## config.mk

```make
export PLATFORM = sky130hd
export DESIGN_NAME = thruster_command_mixer_failsafe
export DESIGN_NICKNAME = d
export VERILOG_FILES = /design/src/design/tcm_pkg.sv /design/src/design/tcm_ctrl.sv /design/src/design/tcm_dp.sv /design/src/design/thruster_command_mixer_failsafe.sv
export SDC_FILE = /design/constraint.sdc
export NUM_CORES = 2
export LEC_CHECK = 0
export BUFFER_PORTS_ARGS = -buffer_cell sky130_fd_sc_hd__buf_2
export CAP_MARGIN = 40
export CORE_MARGIN = 2
export CORE_UTILIZATION = 61
export CTS_BUF_LIST = sky130_fd_sc_hd__clkbuf_8 sky130_fd_sc_hd__clkbuf_16
export DETAILED_ROUTE_END_ITERATION = 6
export PLACE_DENSITY_LB_ADDON = 0.15
export SETUP_SLACK_MARGIN = 0.3
export SYNTH_ARGS = -nofsm -noshare
export SYNTH_HDL_FRONTEND = slang
export SYNTH_HIERARCHICAL = 1
export SYNTH_SLANG_ARGS = --single-unit
export TNS_END_PERCENT = 100
```

## constraint.sdc

```tcl
create_clock -name clk_i -period 9.4 [get_ports clk_i]
set_clock_uncertainty 0.05 [all_clocks]
set_input_delay 0 -clock clk_i [delete_from_list [all_inputs] [get_ports clk_i]]
set_output_delay 0 -clock clk_i [all_outputs]
set_load 0.02 [all_outputs]
```

## src/design/tcm_pkg.sv

```systemverilog
// Package with shared constants, types and helpers for the thruster command mixer.
`timescale 1ns / 1ps
`default_nettype none
package tcm_pkg;

  localparam int unsigned NumThrusters = 5;
  localparam int unsigned PulseW       = 11;
  localparam int unsigned WordW        = 30;
  localparam int unsigned Quot1W       = 21;
  localparam int unsigned Quot2W       = 11;
  localparam int unsigned RemW         = 10;
  localparam int unsigned SpeedW       = 7;
  localparam int unsigned DeltaW       = 9;
  localparam int unsigned OutDataW     = 72;
  localparam int unsigned CfgW         = 16;
  localparam int unsigned CfgIdxW      = 2;

  localparam logic [PulseW-1:0]  StopUs    = 11'd1500;
  localparam logic [WordW-1:0]   ArmLevel  = 30'd100000000;
  localparam logic [SpeedW-1:0]  SpeedMax  = 7'd99;
  localparam logic [15:0]        Recip99   = 16'd42367;  // 2^22 / 99, rounded up
  localparam int unsigned        Recip99Sh = 22;
  localparam logic [12:0]        Recip100  = 13'd5243;   // 2^19 / 100, rounded up
  localparam int unsigned        Recip100Sh = 19;
  localparam logic [RemW-1:0]    Thousand  = 10'd1000;
  localparam logic [30:0]        Recip1kA  = 31'd1099511628;  // 2^40 / 1000, rounded up
  localparam int unsigned        Recip1kASh = 40;
  localparam logic [21:0]        Recip1kB  = 22'd2147484;     // 2^31 / 1000, rounded up
  localparam int unsigned        Recip1kBSh = 31;
  localparam logic [10:0]        Recip100D = 11'd1311;        // 2^17 / 100, rounded up
  localparam int unsigned        Recip100DSh = 17;

  // Configuration register indexes
  localparam logic [CfgIdxW-1:0] CfgTimeout   = 2'd0;
  localparam logic [CfgIdxW-1:0] CfgLiftSpeed = 2'd1;
  localparam logic [CfgIdxW-1:0] CfgLightLvl  = 2'd2;

  // Direction and command digit codes
  localparam logic [3:0] DirNone  = 4'd0;
  localparam logic [3:0] DirFwdHr = 4'd1;
  localparam logic [3:0] DirFwd   = 4'd2;
  localparam logic [3:0] DirFwdHl = 4'd3;
  localparam logic [3:0] DirSpinR = 4'd4;
  localparam logic [3:0] DirStop  = 4'd5;
  localparam logic [3:0] DirSpinL = 4'd6;
  localparam logic [3:0] DirRevHl = 4'd7;
  localparam logic [3:0] DirRev   = 4'd8;
  localparam logic [3:0] DirRevHr = 4'd9;
  localparam logic [3:0] CmdLight = 4'd1;
  localparam logic [3:0] CmdTune  = 4'd2;

  // Controller to datapath commands
  typedef struct packed {
    logic load;
    logic split_a;
    logic split_b;
    logic split_c;
    logic decode;
    logic tune;
    logic scale;
    logic delta;
    logic update;
  } dp_cmd_t;

  // Datapath to controller status
  typedef struct packed {
    logic op;
    logic out_free;
  } dp_stat_t;

  // Scale a speed of 0..99 to a pulse offset of speed*400/99
  function automatic logic [DeltaW-1:0] speed_delta(input logic [SpeedW-1:0] s);
    logic [15:0] y;
    logic [31:0] p;
    begin
      y = 16'({s, 8'b0}) + 16'({s, 7'b0}) + 16'({s, 4'b0});
      p = 32'(y) * 32'(Recip99);
      speed_delta = p[Recip99Sh +: DeltaW];
    end
  endfunction

  // Map a light value of 0..99 to duty value*255/99
  function automatic logic [7:0] light_map(input logic [SpeedW-1:0] v);
    logic [15:0] y;
    logic [31:0] p;
    begin
      y = 16'({v, 8'b0}) - 16'(v);
      p = 32'(y) * 32'(Recip99);
      light_map = p[Recip99Sh +: 8];
    end
  endfunction

  // Hundreds of a value below 1100
  function automatic logic [3:0] hundreds(input logic [10:0] x);
    logic [21:0] p;
    begin
      p = 22'(x) * 22'(Recip100D);
      hundreds = p[Recip100DSh +: 4];
    end
  endfunction

  // Remainder of x after taking away h hundreds
  function automatic logic [SpeedW-1:0] rem100(input logic [10:0] x, input logic [3:0] h);
    logic [10:0] r;
    begin
      r = x - 11'({h, 6'b0}) - 11'({h, 5'b0}) - 11'({h, 2'b0});
      rem100 = r[SpeedW-1:0];
    end
  endfunction

  // Saturate a 7-bit value to 99
  function automatic logic [SpeedW-1:0] sat99(input logic [SpeedW-1:0] v);
    sat99 = (v > SpeedMax) ? SpeedMax : v;
  endfunction

endpackage
`default_nettype wire

```

## src/design/tcm_ctrl.sv

```systemverilog
// Sequencer for the thruster command mixer: steps the datapath through one request.
`timescale 1ns / 1ps
`default_nettype none
module tcm_ctrl (
  input  wire logic            clk_i,
  input  wire logic            rst_ni,
  input  wire logic            in_valid_i,
  output logic                 in_ready_o,
  input  wire tcm_pkg::dp_stat_t stat_i,
  output tcm_pkg::dp_cmd_t     cmd_o
);

  typedef enum logic [3:0] {
    StIdle, StSplitA, StSplitB, StSplitC, StDecode, StTune, StScale, StDelta, StUpdate
  } state_e;

  state_e state_q, state_d;

  // Next state
  always_comb begin
    state_d = state_q;
    unique case (state_q)
      StIdle: begin
        if (in_valid_i) state_d = stat_i.op ? StDecode : StSplitA;
      end
      StSplitA: state_d = StSplitB;
      StSplitB: state_d = StSplitC;
      StSplitC: state_d = StDecode;
      StDecode: state_d = StTune;
      StTune:   state_d = StScale;
      StScale:  state_d = StDelta;
      StDelta:  state_d = StUpdate;
      StUpdate: if (stat_i.out_free) state_d = StIdle;
      default:  state_d = StIdle;
    endcase
  end

  // Hold state
  always_ff @(posedge clk_i or negedge rst_ni) begin
    if (!rst_ni) begin
      state_q <= StIdle;
    end else begin
      state_q <= state_d;
    end
  end

  // Decode commands
  assign in_ready_o     = (state_q == StIdle);
  assign cmd_o.load     = (state_q == StIdle) && in_valid_i;
  assign cmd_o.split_a  = (state_q == StSplitA);
  assign cmd_o.split_b  = (state_q == StSplitB);
  assign cmd_o.split_c  = (state_q == StSplitC);
  assign cmd_o.decode   = (state_q == StDecode);
  assign cmd_o.tune     = (state_q == StTune);
  assign cmd_o.scale    = (state_q == StScale);
  assign cmd_o.delta    = (state_q == StDelta);
  assign cmd_o.update   = (state_q == StUpdate) && stat_i.out_free;

endmodule
`default_nettype wire

```

## src/design/tcm_dp.sv

```systemverilog
// Datapath of the thruster command mixer: digit split, scaling, state and result register.
`timescale 1ns / 1ps
`default_nettype none
module tcm_dp (
  input  wire logic                              clk_i,
  input  wire logic                              rst_ni,
  input  wire tcm_pkg::dp_cmd_t                  cmd_i,
  output tcm_pkg::dp_stat_t                      stat_o,
  input  wire logic                              in_op_i,
  input  wire logic [tcm_pkg::WordW-1:0]         in_word_i,
  input  wire logic                              cfg_we_i,
  input  wire logic [tcm_pkg::CfgIdxW-1:0]       cfg_idx_i,
  input  wire logic [tcm_pkg::CfgW-1:0]          cfg_data_i,
  output logic                                   out_valid_o,
  input  wire logic                              out_ready_i,
  output logic [tcm_pkg::OutDataW-1:0]           out_data_o
);

  localparam int unsigned PW = tcm_pkg::PulseW;
  localparam int unsigned SW = tcm_pkg::SpeedW;
  localparam int unsigned DW = tcm_pkg::DeltaW;
  localparam int unsigned Q1 = tcm_pkg::Quot1W;
  localparam int unsigned Q2 = tcm_pkg::Quot2W;
  localparam int unsigned RW = tcm_pkg::RemW;

  logic [15:0]   timeout_q, quiet_q;
  logic [SW-1:0] lift_q, lvl_q, tune_q;
  logic          armed_q, op_q, fs_q;
  logic [tcm_pkg::WordW-1:0] bin_q;
  logic [Q1-1:0] q1_q;
  logic [Q2-1:0] q2_q;
  logic [RW-1:0] r1_q, r2_q;
  logic [60:0]   q1_prod;
  logic [42:0]   q2_prod;
  logic [tcm_pkg::WordW-1:0] r1_full;
  logic [Q1-1:0] r2_full;
  logic [3:0]    hq, hv, hc;
  logic [3:0]    hd_q, vd_q, cm_q;
  logic [SW-1:0] hs_q, vs_q, val_q, t_q;
  logic [13:0]   prod_q;
  logic [DW-1:0] dhs_q, dhh_q, dvs_q, dvt_q;
  logic [7:0]    lmap_q, light_q, light_d;
  logic [SW-1:0] tune_d;
  logic [PW-1:0] pw_q [tcm_pkg::NumThrusters];
  logic [PW-1:0] pw_d [tcm_pkg::NumThrusters];
  logic          out_valid_q;
  logic [tcm_pkg::OutDataW-1:0] out_data_q;
  logic [26:0]   tprod;

  assign stat_o.op       = in_op_i;
  assign stat_o.out_free = !out_valid_q || out_ready_i;

  // Split the word by thousands with reciprocal multiplications
  assign q1_prod = 61'(bin_q) * 61'(tcm_pkg::Recip1kA);
  assign q2_prod = 43'(q1_q) * 43'(tcm_pkg::Recip1kB);
  assign r1_full = bin_q - 30'(q1_q) * 30'(tcm_pkg::Thousand);
  assign r2_full = q1_q - 21'(q2_q) * 21'(tcm_pkg::Thousand);

  // Hundreds digit of each three-digit group
  assign hq = tcm_pkg::hundreds(q2_q);
  assign hv = tcm_pkg::hundreds({1'b0, r2_q});
  assign hc = tcm_pkg::hundreds({1'b0, r1_q});

  function automatic logic [PW-1:0] fwd(input logic [DW-1:0] d);
    fwd = tcm_pkg::StopUs + PW'(d);
  endfunction

  function automatic logic [PW-1:0] rev(input logic [DW-1:0] d);
    rev = tcm_pkg::StopUs - PW'(d);
  endfunction

  assign tprod = 27'(prod_q) * 27'(tcm_pkg::Recip100);

  // New thruster, light and tune values from the decoded request
  always_comb begin
    for (int i = 0; i < tcm_pkg::NumThrusters; i++) pw_d[i] = pw_q[i];
    case (hd_q)
      tcm_pkg::DirStop:  begin pw_d[0] = tcm_pkg::StopUs; pw_d[1] = tcm_pkg::StopUs; end
      tcm_pkg::DirFwd:   begin pw_d[0] = fwd(dhs_q); pw_d[1] = fwd(dhs_q); end
      tcm_pkg::DirRev:   begin pw_d[0] = rev(dhs_q); pw_d[1] = rev(dhs_q); end
      tcm_pkg::DirSpinR: begin pw_d[0] = fwd(dhs_q); pw_d[1] = rev(dhs_q); end
      tcm_pkg::DirSpinL: begin pw_d[0] = rev(dhs_q); pw_d[1] = fwd(dhs_q); end
      tcm_pkg::DirRevHl: begin pw_d[0] = rev(dhs_q); pw_d[1] = rev(dhh_q); end
      tcm_pkg::DirRevHr: begin pw_d[0] = rev(dhh_q); pw_d[1] = rev(dhs_q); end
      tcm_pkg::DirFwdHr: begin pw_d[0] = fwd(dhs_q); pw_d[1] = fwd(dhh_q); end
      tcm_pkg::DirFwdHl: begin pw_d[0] = fwd(dhh_q); pw_d[1] = fwd(dhs_q); end
      default: ;
    endcase
    case (vd_q)
      tcm_pkg::DirStop: begin
        pw_d[2] = tcm_pkg::StopUs; pw_d[3] = tcm_pkg::StopUs; pw_d[4] = tcm_pkg::StopUs;
      end
      tcm_pkg::DirFwd: begin
        pw_d[2] = rev(dvt_q); pw_d[3] = rev(dvt_q); pw_d[4] = fwd(dvs_q);
      end
      tcm_pkg::DirRev: begin
        pw_d[2] = fwd(dvt_q); pw_d[3] = fwd(dvt_q); pw_d[4] = rev(dvs_q);
      end
      default: ;
    endcase
    light_d = (cm_q == tcm_pkg::CmdLight) ? lmap_q : light_q;
    tune_d  = (cm_q == tcm_pkg::CmdTune) ? val_q : tune_q;
  end

  // Configuration, control and held state
  always_ff @(posedge clk_i or negedge rst_ni) begin
    if (!rst_ni) begin
      timeout_q   <= 16'd10000;
      lift_q      <= 7'd60;
      lvl_q       <= 7'd99;
      tune_q      <= 7'd80;
      light_q     <= '0;
      armed_q     <= 1'b0;
      quiet_q     <= '0;
      out_valid_q <= 1'b0;
      for (int i = 0; i < tcm_pkg::NumThrusters; i++) pw_q[i] <= tcm_pkg::StopUs;
    end else begin
      if (cfg_we_i) begin
        unique case (cfg_idx_i)
          tcm_pkg::CfgTimeout:   timeout_q <= cfg_data_i;
          tcm_pkg::CfgLiftSpeed: lift_q    <= cfg_data_i[SW-1:0];
          tcm_pkg::CfgLightLvl:  lvl_q     <= cfg_data_i[SW-1:0];
          default: ;
        endcase
      end
      // Take a request: a command word clears the silence timer and may arm, a tick advances it
      if (cmd_i.load) begin
        if (!in_op_i) begin
          quiet_q <= '0;
          if (in_word_i > tcm_pkg::ArmLevel) armed_q <= 1'b1;
        end else if (quiet_q != 16'hFFFF) begin
          quiet_q <= quiet_q + 16'd1;
        end
      end
      if (cmd_i.update) begin
        for (int i = 0; i < tcm_pkg::NumThrusters; i++) pw_q[i] <= pw_d[i];
        light_q     <= light_d;
        tune_q      <= tune_d;
        out_valid_q <= 1'b1;
      end else if (out_ready_i) begin
        out_valid_q <= 1'b0;
      end
    end
  end

  // Working registers of one request
  always_ff @(posedge clk_i) begin
    if (cmd_i.load) begin
      op_q  <= in_op_i;
      fs_q  <= in_op_i && armed_q && (quiet_q >= timeout_q);
      bin_q <= in_word_i;
    end
    if (cmd_i.split_a) q1_q <= q1_prod[tcm_pkg::Recip1kASh +: Q1];
    if (cmd_i.split_b) begin
      r1_q <= r1_full[RW-1:0];
      q2_q <= q2_prod[tcm_pkg::Recip1kBSh +: Q2];
    end
    if (cmd_i.split_c) r2_q <= r2_full[RW-1:0];
    // Split digits, or for a tick stand in the failsafe action or no action
    if (cmd_i.decode) begin
      if (!op_q) begin
        hd_q  <= (hq > 4'd9) ? '0 : hq;
        hs_q  <= tcm_pkg::rem100(q2_q, hq);
        vd_q  <= hv;
        vs_q  <= tcm_pkg::rem100({1'b0, r2_q}, hv);
        cm_q  <= hc;
        val_q <= tcm_pkg::rem100({1'b0, r1_q}, hc);
      end else if (fs_q) begin
        hd_q  <= tcm_pkg::DirStop;
        hs_q  <= '0;
        vd_q  <= tcm_pkg::DirFwd;
        vs_q  <= tcm_pkg::sat99(lift_q);
        cm_q  <= tcm_pkg::CmdLight;
        val_q <= tcm_pkg::sat99(lvl_q);
      end else begin
        hd_q  <= tcm_pkg::DirNone;
        hs_q  <= '0;
        vd_q  <= tcm_pkg::DirNone;
        vs_q  <= '0;
        cm_q  <= '0;
        val_q <= '0;
      end
    end
    if (cmd_i.tune)  prod_q <= 14'(vs_q) * 14'(tune_q);
    if (cmd_i.scale) t_q    <= tprod[tcm_pkg::Recip100Sh +: SW];
    if (cmd_i.delta) begin
      dhs_q  <= tcm_pkg::speed_delta(hs_q);
      dhh_q  <= tcm_pkg::speed_delta({1'b0, hs_q[SW-1:1]});
      dvs_q  <= tcm_pkg::speed_delta(vs_q);
      dvt_q  <= tcm_pkg::speed_delta(t_q);
      lmap_q <= tcm_pkg::light_map(val_q);
    end
    if (cmd_i.update) begin
      out_data_q <= {7'b0, armed_q, fs_q, light_d, pw_d[4], pw_d[3], pw_d[2],
                     pw_d[1], pw_d[0]};
    end
  end

  assign out_valid_o = out_valid_q;
  assign out_data_o  = out_data_q;

endmodule
`default_nettype wire

```

## src/design/thruster_command_mixer_failsafe.sv

```systemverilog
// Top level of the thruster command mixer with failsafe.
// Each request is a decimal command word (tuser 0) or a millisecond tick (tuser 1) and
// yields one result with the five pulse widths, light duty and flags. A command word
// goes from acceptance to result through the steps SplitA, SplitB and SplitC, which
// split the word into digits by reciprocal multiplication, then decode, tune, scale,
// delta and update. A tick skips the split. A new request is taken only in the idle
// state, once the update step is done; the update step stalls while the previous result
// still waits in the output register. Configuration writes: index 0 timeout_ms, 1
// failsafe lift speed, 2 failsafe light level; write only while no request is in flight.
`timescale 1ns / 1ps
`default_nettype none
module thruster_command_mixer_failsafe (
  input  wire logic                          clk_i,
  input  wire logic                          rst_ni,
  input  wire logic                          s_axis_tvalid_i,
  output logic                               s_axis_tready_o,
  input  wire logic [31:0]                   s_axis_tdata_i,  // command_word[29:0]
  input  wire logic                          s_axis_tuser_i,  // op
  output logic                               m_axis_tvalid_o,
  input  wire logic                          m_axis_tready_i,
  // right, left, up_right, up_left, back pulse (11 each), light_duty,
  // failsafe_active, armed_flag, zero fill
  output logic [tcm_pkg::OutDataW-1:0]       m_axis_tdata_o,
  input  wire logic                          cfg_we_i,
  input  wire logic [tcm_pkg::CfgIdxW-1:0]   cfg_idx_i,
  input  wire logic [tcm_pkg::CfgW-1:0]      cfg_data_i
);

  tcm_pkg::dp_cmd_t  cmd;
  tcm_pkg::dp_stat_t stat;

  tcm_ctrl u_ctrl (
    .clk_i      (clk_i),
    .rst_ni     (rst_ni),
    .in_valid_i (s_axis_tvalid_i),
    .in_ready_o (s_axis_tready_o),
    .stat_i     (stat),
    .cmd_o      (cmd)
  );

  tcm_dp u_dp (
    .clk_i       (clk_i),
    .rst_ni      (rst_ni),
    .cmd_i       (cmd),
    .stat_o      (stat),
    .in_op_i     (s_axis_tuser_i),
    .in_word_i   (s_axis_tdata_i[tcm_pkg::WordW-1:0]),
    .cfg_we_i    (cfg_we_i),
    .cfg_idx_i   (cfg_idx_i),
    .cfg_data_i  (cfg_data_i),
    .out_valid_o (m_axis_tvalid_o),
    .out_ready_i (m_axis_tready_i),
    .out_data_o  (m_axis_tdata_o)
  );

endmodule
`default_nettype wire
```

==> flow_summary.yaml <==
layout:
  synthToLayoutAreaGrowth_pct: 7.84
  fin_nets: 9287
  seq_area_um2: 10500
  diodes: 0
  drive_gt1_share_pct: 6.37
  layout_common_cells: "1,811 x inv_1, 1,580 x ha_1, 892 x fa_1"
  fillers: 8677
  multi_input_area_um2: 49200
  final_common_cell: "inv_1"
sta:
  fmax_mhz: 119
  min_period_over_period_pct: 89.4
  tightestPinTransition_ns: 0.923
  relSlewSlack_pct: 37.6
  grt_setup_unrepaired: "false"
  whs_ns: 0.0391
  fin_crit_ns: 8.40
  fin_tns_setup_ns: 0
  hold_viol: 0
  setup_violations: 0
  report.final.slew_viol_count: 0
die:
  io_pins: 130
  coreArea_um2: 109000
  die-height_um: 335
  start_util_pct: 61.4
  rows: 121
  dieArea_um2: 112000
  die_w_um: 335
detailed_routing:
  viasPerCell: 5.45
  drcViolationCount: 0
  firstDrtPassIters: 5
  wl_um: 146000
  ant_nets: 0
  wl_per_cell_um: 17.8
  drt_iter0_drc: 2294
  vias: 44800
yosys:
  ys_seq_area_share_pct: 15.8
  synth.largest_area_cell: "ha_1"
  yosysWarnings: 6
  yosys_register_bits: 369
  yosysUniqueCellTypes: 95
  synth.top_cells.by_area: "ha_1 30%, fa_1 27%, edfxtp_1 11%"
  async_flop_share_pct: 33.1
  syn_area_um2: 66700
  synth-edff-count: 247
  synthFlopType: "edfxtp_1"
  yosys.area.top_type_share_pct: 29.6
  synthCells: 6490
  avgSynthCellArea_um2: 10.3
worst_setup_path:
  endpoint_kind: "flip-flop"
  worst_ep_required_time_ns: 9.75
  startpoint_type: "flip-flop"
  cp.arrival_ns: 8.75
  cpMostUsedCell: "fa_1"
  critPathMaxFanout: 7
  slowest_delay_ns: 0.57
  slowest_stage: "edfxtp_1"
  crit_type: "reg -> reg"
placement:
  port_buffers: 120
  dp_hpwl_um: 122000
  gp_congestion: 0.939
global_route:
  grt_antenna_before_repair: 3
  grt_first_pass_wirelength_um: 245000
  grt_pass1_vias: 47900
  track_usage_pct: 27.4
  grt_max_degree: 63
  grt_remaining_overflow: 0
clock_network:
  cts_root_buf: "clkbuf_16"
  h-tree-depth: 2
  clockBufferDepth: 3
  cts_tree: "built"
  clkSlewWorstSetupHoldPaths_ns: 0.07
  clock-sinks: 369
  worstSkewPairLatency_ns: 0.65
  cts_made_buffers: 46
worst_hold_path:
  hp-class: "in -> reg"
run_status:
  status: "finished, final reports clean"
run:
  maxCapViolCount: 0
-- sequential cells by signal (all words and copies together) (netlist names), 7 cells and up --
name	count
u_dp/dhs_q	9
u_dp/out_data_o	65
u_dp/dvt_q	9
u_dp/vs_q	7
u_dp/pw_q	55
u_dp/q1_q	21
u_dp/t_q	7
u_dp/dvs_q	9
u_dp/q2_q	11
u_dp/quiet_q	16
u_dp/bin_q	30
u_dp/dhh_q	9
u_dp/prod_q	14
u_dp/lmap_q	8
u_dp/r2_q	10
u_dp/lvl_q	7
u_dp/r1_q	10
u_dp/hs_q	7
u_dp/val_q	7
u_dp/tune_q	7
u_dp/lift_q	7
u_dp/light_q	8
u_dp/timeout_q	16
-- final timing paths --
check / startpoint / end / slack [ns] / cells after the start
worst max register to register: u_dp/t_q[1] / u_dp/dvt_q[8] / 1.0 / 30
min in group asynchronous: rst_ni / u_dp/pw_q[46] / 0.13 / 2
worst max-delay path: u_dp/t_q[1] / u_dp/dvt_q[8] / 1.0 / 30
worst min-delay path: s_axis_tdata_i[2] / u_dp/bin_q[2] / 0.04 / 2
max in group asynchronous: rst_ni / u_dp/timeout_q[11] / 8.27 / 3
worst min register to register: u_dp/light_q[4] / u_dp/light_q[4] / 0.45 / 1
-- worst max-delay path, delay by kind of cell (launching register included) --
kind / cells / cell delay (ns)
buf+inv: 6 / 0.62
xor+xnor: 4 / 1.04
simple gates: 6 / 1.02
compound gates: 5 / 1.12
fa+ha+maj: 9 / 3.73
flops: 1 / 0.57
-- synthesized netlist by cell type, types with 33 or more instances --
cell type / number
nand2_1: 188
dfstp_2: 50
fa_1: 892
dfrtp_1: 72
nor2b_1: 36
nor3_1: 57
xnor2_1: 180
nand3_1: 51
ha_1: 1580
o21ai_0: 151
edfxtp_1: 247
nand2b_1: 33
xor2_1: 79
a21o_1: 73
a21oi_1: 213
inv_1: 1801
mux2_2: 89
o21a_1: 35
nor2_1: 169
clkbuf_1: 53
-- stage by stage --
stage | utilization [%] | worst slack, ns | instances | instance area [um^2]
floorplan | - | 1.25 | 6504 | 66800
global route | 66.2 | 0.427 | 8211 | 71900
CTS | 66.2 | 0.836 | 8210 | 71900
finish | 66.2 | 1.00 | 8211 | 71900
global placement | 63.7 | 0.989 | 8018 | 69300
detailed placement | 63.8 | 0.825 | 8028 | 69300
-- routing by layer --
layer	part of all wire (%)	up-vias	track usage (%)
met5	0	-	0
met4	2.1	0	6.24
met3	4.0	183	2.68
met2	50	843	48.0
met1	44	22200	36.7
li1	-	21500	-
-- what timing repair did --
action                                  in CTS  in global routing
endpoints found under the setup margin       0                  1
resized for setup                            0                  1
buffers inserted                             0                  1
hold buffers                                96                  0
hold endpoints to repair                   140                  0
-- cells by family after synthesis --
kind of cell,Yosys count,share of synthesized area [%]
multiplexers,93,1.56
XOR/XNOR,261,3.46
AO/OA/AOI/OAI,731,7.07
buffers and inverters,1871,10.6
other,2,0.0113
adder cells (fa/ha/maj),2472,56.4
AND/OR/NAND/NOR,691,5.12
flip-flops,369,15.8
-- cell type report --
type | count | share of cell area (%)
clock inverter | 35 | 0.520
multi-input combinational | 4264 | 68.4
timing repair buffer | 277 | 2.83
sequential | 369 | 14.6
inverter | 1801 | 9.40
tap | 1414 | 2.46
clock buffer | 51 | 1.74
Power is not shown: default switching activity piles up to over one toggle a cycle in this logic, so the estimate is an artifact.
